$ cat src/sv/lzw_pkg.sv
// Shared constants and types for the LZW encoder.
// No dependencies; used by lzw_cell, lzw_encoder, lzw_checker and tb_lzw_encoder.
package lzw_pkg;

  // Default sizing
  localparam int unsigned DICT_SIZE_DEF     = 4096;
  localparam int unsigned ALPHABET_SIZE_DEF = 26;
  localparam int unsigned LANES_DEF         = 16;

  // Fixed field widths of the stream ports
  localparam int unsigned LETTER_W     = 5;
  localparam int unsigned CODE_W       = 12;
  localparam int unsigned IN_TDATA_W   = 8;
  localparam int unsigned OUT_TDATA_W  = 16;

  // Output queue
  localparam int unsigned FIFO_DEPTH   = 4;
  localparam int unsigned FIFO_PTR_W   = 2;
  localparam int unsigned FIFO_CNT_W   = 3;

  // Control bits of a search token travelling down the cell chain
  typedef struct packed {
    logic valid;  // token carries a row to compare
    logic tail;   // last row of this search
    logic hit;    // some cell upstream matched
  } tok_ctrl_t;

  // One queued result item
  typedef struct packed {
    logic [CODE_W-1:0] code;
    logic              final_code;
  } res_t;

endpackage

$ cat src/sv/lzw_ram.sv
// Generic simple dual-port RAM: one write port, one read port, registered read.
// No dependencies.
module lzw_ram #(
  parameter int unsigned WIDTH = 17,
  parameter int unsigned DEPTH = 256,
  localparam int unsigned AW   = (DEPTH > 1) ? $clog2(DEPTH) : 1
) (
  input  logic             clk_i,
  input  logic             we_i,
  input  logic [AW-1:0]    waddr_i,
  input  logic [WIDTH-1:0] wdata_i,
  input  logic [AW-1:0]    raddr_i,
  output logic [WIDTH-1:0] rdata_o
);

  logic [WIDTH-1:0] mem_q [DEPTH];
  logic [WIDTH-1:0] rdata_q;

  always_ff @(posedge clk_i) begin
    if (we_i) begin
      mem_q[waddr_i] <= wdata_i;
    end
    rdata_q <= mem_q[raddr_i];
  end

  assign rdata_o = rdata_q;

endmodule

$ cat src/sv/lzw_cell.sv
// One lane of the dictionary search chain: owns every LANES-th entry in a
// private RAM bank and compares it against the token passing through.
// Depends on lzw_pkg and lzw_ram.
module lzw_cell #(
  parameter int unsigned LANE_ID = 0,
  parameter int unsigned LANE_W  = 4,
  parameter int unsigned ROWS    = 256,
  parameter int unsigned ROW_W   = 8,
  parameter int unsigned ENT_W   = 17,
  parameter int unsigned CNT_W   = 13
) (
  input  logic                    clk_i,
  input  logic                    rst_ni,
  // token from upstream neighbor
  input  lzw_pkg::tok_ctrl_t      ctrl_i,
  input  logic [ROW_W-1:0]        row_i,
  input  logic [ENT_W-1:0]        key_i,
  input  logic [ROW_W+LANE_W-1:0] hidx_i,
  // token to downstream neighbor
  output lzw_pkg::tok_ctrl_t      ctrl_o,
  output logic [ROW_W-1:0]        row_o,
  output logic [ENT_W-1:0]        key_o,
  output logic [ROW_W+LANE_W-1:0] hidx_o,
  // entry insert, broadcast to all lanes
  input  logic                    wr_en_i,
  input  logic [ROW_W-1:0]        wr_row_i,
  input  logic [LANE_W-1:0]       wr_lane_i,
  input  logic [ENT_W-1:0]        wr_data_i,
  // number of entries written so far
  input  logic [CNT_W-1:0]        count_i
);

  lzw_pkg::tok_ctrl_t      ctrl_q;
  logic [ROW_W-1:0]        row_q;
  logic [ENT_W-1:0]        key_q;
  logic [ROW_W+LANE_W-1:0] hidx_q;
  logic [ENT_W-1:0]        rdata;
  logic [ROW_W+LANE_W-1:0] my_idx;
  logic                    ent_valid;
  logic                    match;

  lzw_ram #(
    .WIDTH (ENT_W),
    .DEPTH (ROWS)
  ) u_bank (
    .clk_i   (clk_i),
    .we_i    (wr_en_i && (wr_lane_i == LANE_W'(LANE_ID))),
    .waddr_i (wr_row_i),
    .wdata_i (wr_data_i),
    .raddr_i (row_i),
    .rdata_o (rdata)
  );

  always_ff @(posedge clk_i or negedge rst_ni) begin
    if (!rst_ni) begin
      ctrl_q <= '0;
    end else begin
      ctrl_q <= ctrl_i;
    end
  end

  always_ff @(posedge clk_i) begin
    row_q  <= row_i;
    key_q  <= key_i;
    hidx_q <= hidx_i;
  end

  // read data lines up with the registered token
  assign my_idx    = {row_q, LANE_W'(LANE_ID)};
  assign ent_valid = 32'(my_idx) < 32'(count_i);
  assign match     = ctrl_q.valid && ent_valid && (rdata == key_q);

  assign ctrl_o = '{valid: ctrl_q.valid, tail: ctrl_q.tail, hit: ctrl_q.hit | match};
  assign row_o  = row_q;
  assign key_o  = key_q;
  assign hidx_o = match ? my_idx : hidx_q;

endmodule

$ cat config.mk
export PLATFORM = sky130hd
export DESIGN_NAME = lzw_cell
export DESIGN_NICKNAME = d
export VERILOG_FILES = /design/src/sv/lzw_pkg.sv /design/src/sv/lzw_ram.sv /design/src/sv/lzw_cell.sv
export SDC_FILE = /design/constraint.sdc
export NUM_CORES = 2
export LEC_CHECK = 0
export ABC_AREA = 1
export ABC_CLOCK_PERIOD_IN_PS = 4330
export BUFFER_PORTS_ARGS = -buffer_cell sky130_fd_sc_hd__buf_2
export CAP_MARGIN = 10
export CORE_UTILIZATION = 40
export CTS_CLUSTER_DIAMETER = 80
export DETAILED_ROUTE_END_ITERATION = 6
export HOLD_SLACK_MARGIN = 0.1
export PLACE_DENSITY = 0.58
export SETUP_SLACK_MARGIN = 0.3
export SLEW_MARGIN = 25
export SYNTH_ARGS = -nofsm -noshare
export SYNTH_HDL_FRONTEND = slang
export SYNTH_MEMORY_MAX_BITS = 65536
export SYNTH_SLANG_ARGS = --single-unit
$ cat constraint.sdc
create_clock -name clk_i -period 4.33 [get_ports clk_i]
set_clock_uncertainty 0.05 [all_clocks]
set_input_delay 0.866 -clock clk_i [delete_from_list [all_inputs] [get_ports clk_i]]
set_output_delay 0.866 -clock clk_i [all_outputs]
set_load 0.005 [all_outputs]
==> key figures <==
Outcome
  – Status: complete, but fails checks
  – Failing checks: DRC

Yosys
  – Synth Flop Type: edfxtp_1
  – Largest family of logic cells by synthesized area: simple AND/OR/NAND/NOR gates
  – Cell area after synthesis: roughly 0.18 mm2
  – Post-synth ARST share: 0.000680
  – Synth Net Count: 14600
  – Multiplexer share of the synthesized area: 0
  – Post-Synth Adder-Cell Area: 0.000566
  – Post-synthesis register bit count: ~4400
  – Count of different cell masters after synthesis: 27
  – Seq/Total Area, Yosys: 0.746
  – Yosys top cell area share: 0.739
  – Post-synth EDFFs: ~4400
  – Post-Syn Area per Cell: between 10 and 15 um2
  – Simple-Gate Fraction of Synth Area: 0.223
  – Synthesis Warnings: 0
  – Synth Instances: approximately 15000
  – Post-synth top area cell: edfxtp_1
  – Ranking of synthesized cells by area: edfxtp_1 (74%), nand3_1 (12%), nand2_1 (9.6%)
  – Compound-Gate Fraction of Synth Area: 0.000460
  – Post-Synth XOR/XNOR Area: 0.000743

Clock tree
  – Clock transition at path regs: approximately 0.060 ns
  – Clk root buf: clkbuf_16
  – TritonCTS clock tree: yes
  – Clock insertion delay at the later pin of the skew report: about 1.0 ns
  – H-tree levels: 5
  – Maximum clock path buffer count: 4
  – Clk sinks: 4409
  – CTS Buf Count: 454

Power and ir drop
  – Power share of the clock group: 0.420
  – Power Density: about 450 mW/mm2
  – Sw frac: 0.230
  – Internal power: between 0.06 and 0.07 W
  – Worst vdd ir: between 0.3 and 0.4 mV
  – Share of power burned in registers: 0.518
  – Switching power total: 0.0209 W
  – Pleak: roughly 71 nW
  – Comb pwr share: 0.063

Routing
  – DRC: 6
  – Routed Antenna Nets: 0
  – DR iter-0 viols: about 14000
  – Via density: 5.50
  – WL per Instance: about 25 um
  – Drt pass-1 iters: 7
  – Total Wirelength: 528000 um
  – Vias: 116000

Floorplan
  – Die X: 667 um
  – I/O pin count: roughly 130
  – Initial core utilization: 0.403
  – Die area: 0.445 mm2
  – Rows: about 240
  – Core area: roughly 0.44 mm2
  – Die Y: 667 um

Timing
  – Tmin final: around 4.2 ns
  – Actual slew at the worst max-slew pin: between 1 and 1.5 ns
  – Setup total negative slack: 0 ns
  – Final hold violations: 0
  – Slew HR: 0.193
  – Hold slack: roughly 0.18 ns
  – Fmax: around 240 MHz
  – Fin crit share: 0.967
  – RSZ-0062 raised after global routing: yes
  – Slew Viols, Final: 0
  – Final setup fails: 0

Setup path
  – Delay-heaviest family, CP: simple AND/OR/NAND/NOR gates
  – Max FO, Critical Path: 6
  – Startpoint types: register
  – Worst path slowest cell: nand4_1
  – Crit path DAT: 3.27 ns
  – Required @ worst endpoint: about 3.4 ns
  – Delay of the slowest cell on the worst path: approximately 0.51 ns
  – Critical-path cell list: xnor2_2 -> nand4_1 -> nor3_2 -> nand3_1 -> buf_6 -> nor2_4 -> buf_4 -> nand2_1 -> nand2_1 -> buf_2
  – CP Capture Type: primary output
  – Critical path class: register to primary output
  – WP buf/inv: 3
  – Top cell by count, worst path: nand2_1

Place
  – GP Congestion: 0.856
  – Port buffer count: about 120
  – Final HPWL DP: a little over 300000 um

Finish
  – Fillers: approximately 40000
  – Area growth from synthesis to layout: 14.6%
  – Area of the multi-input gates: 0.0400 mm2
  – Layout cells sized above 1: 0.102
  – FF/Latch Area: between 0.1 and 0.15 mm2
  – Commonest non-fill, non-tap cell in the layout: nand2_1
  – Total Nets Final: approximately 15000
  – Commonest cells after routing, fill and taps aside: nand2_1 (4481), edfxtp_1 (4352), nand3_1 (4285), buf_4 (533), clkbuf_16 (460)

GRT
  – Global route overflow: 0
  – Global Route Usage Sum: 0.231
  – First-pass GRT wire length: around 760000 um
  – Vias in the first global route: 108000
  – Largest net degree at the start of global routing: between 150 and 200
  – Antenna violations before repair: 18

Worst hold path
  – Worst hold-check path type: input pin to register

Job
  – Max-cap violations: 0
sequential cells by signal (all words and copies together), names as in the netlist:
name and cells:
row_o 8, key_o 17, hidx_q 12, ctrl_o 2
ctrl_q 1, u_bank.mem_q 4352, u_bank.rdata_o 17
path summary, 6_finish.rpt:
| kind | cells after the start | from | end | slack (ns) |
|---|---|---|---|---|
| setup / recovery | 10 | u_bank.rdata_o[10]$_DFF_P_ | hidx_o[4] | 0.14 |
| hold / removal | 1 | wr_data_i[14] | u_bank.mem_q[125][14]$_DFFE_PP_ | 0.18 |
| setup reg to reg | 10 | u_bank.mem_q[39][8]$_DFFE_PP_ | u_bank.rdata_o[8]$_DFF_P_ | 1.86 |
| hold reg to reg | 10 | u_bank.mem_q[151][14]$_DFFE_PP_ | u_bank.rdata_o[14]$_DFF_P_ | 0.94 |
| max in group asynchronous | 3 | rst_ni | ctrl_o[1]$_DFF_PN0_ | 3.35 |
| min in group asynchronous | 3 | rst_ni | ctrl_o[2]$_DFF_PN0_ | 0.72 |
cells by family after synthesis:
| kind of cell | after synthesis |
|---|---|
| buf+inv | 1030 |
| flops | 4409 |
| xor+xnor | 15 |
| simple gates | 9070 |
| fa+ha+maj | 8 |
| compound gates | 15 |
area by class of cell:
type	instances	area share
multi-input cells	9108	0.197
clock buffers	586	0.0601
diodes	13	0.000161
repair buffers	863	0.0425
clock inverters	251	0.0112
inverters	36	0.000976
well taps	5880	0.0363
flip-flops and latches	4409	0.651
metal layers:
layer	part of all wire	GRT usage	vias to the layer above
met5	0.000089	0	-
met4	0.037	0.0790	6
met3	0.084	0.0326	836
met2	0.46	0.360	5181
met1	0.42	0.334	57700
li1	-	-	52600
through the flow:
step	utilization	cells	instance area (um2)	total power, W	setup slack [ns]
after floorplan	-	14500	177000	0.0507	1.21
after global placement	0.427	20300	188000	0.0535	0.241
after detailed placement	0.427	20300	188000	0.0535	0.403
after CTS	0.461	21100	202000	0.0912	0.0799
after global routing	0.461	21100	202000	0.0932	0.0822
final	0.461	21100	202000	0.0908	0.142
power by group through the flow:
stage	logic, W	clock network [W]	registers, W
5_1_grt	0.00609	0.0402	0.0470
2_1_floorplan	0.00281	0	0.0478
4_1_cts	0.00567	0.0385	0.0470
3_5_place_dp	0.00562	0	0.0479
6_report	0.00569	0.0381	0.0470
3_3_place_gp	0.00558	0	0.0479
timing repair:
item | in CTS | in global routing
gates cloned | 0 | 0
hold buffers | 37 | 0
gates resized for setup | 12 | 8
setup endpoints to repair | 13 | 13
buffers inserted | 2 | 2
endpoints found under the hold margin | 38 | 0
pin swaps | 3 | 2
synthesized netlist by cell type (7+ instances only):
master and count:
nand3_1 4285, clkbuf_1 151, buf_1 93, nor3_1 7, nor2_1 272, o21ai_0 9, nand2_1 4497, buf_2 655
buf_4 71, ha_1 8, xnor2_1 15, inv_1 29, buf_6 23, dfxtp_1 54, edfxtp_1 4352
(Power assumes the default switching activity.)
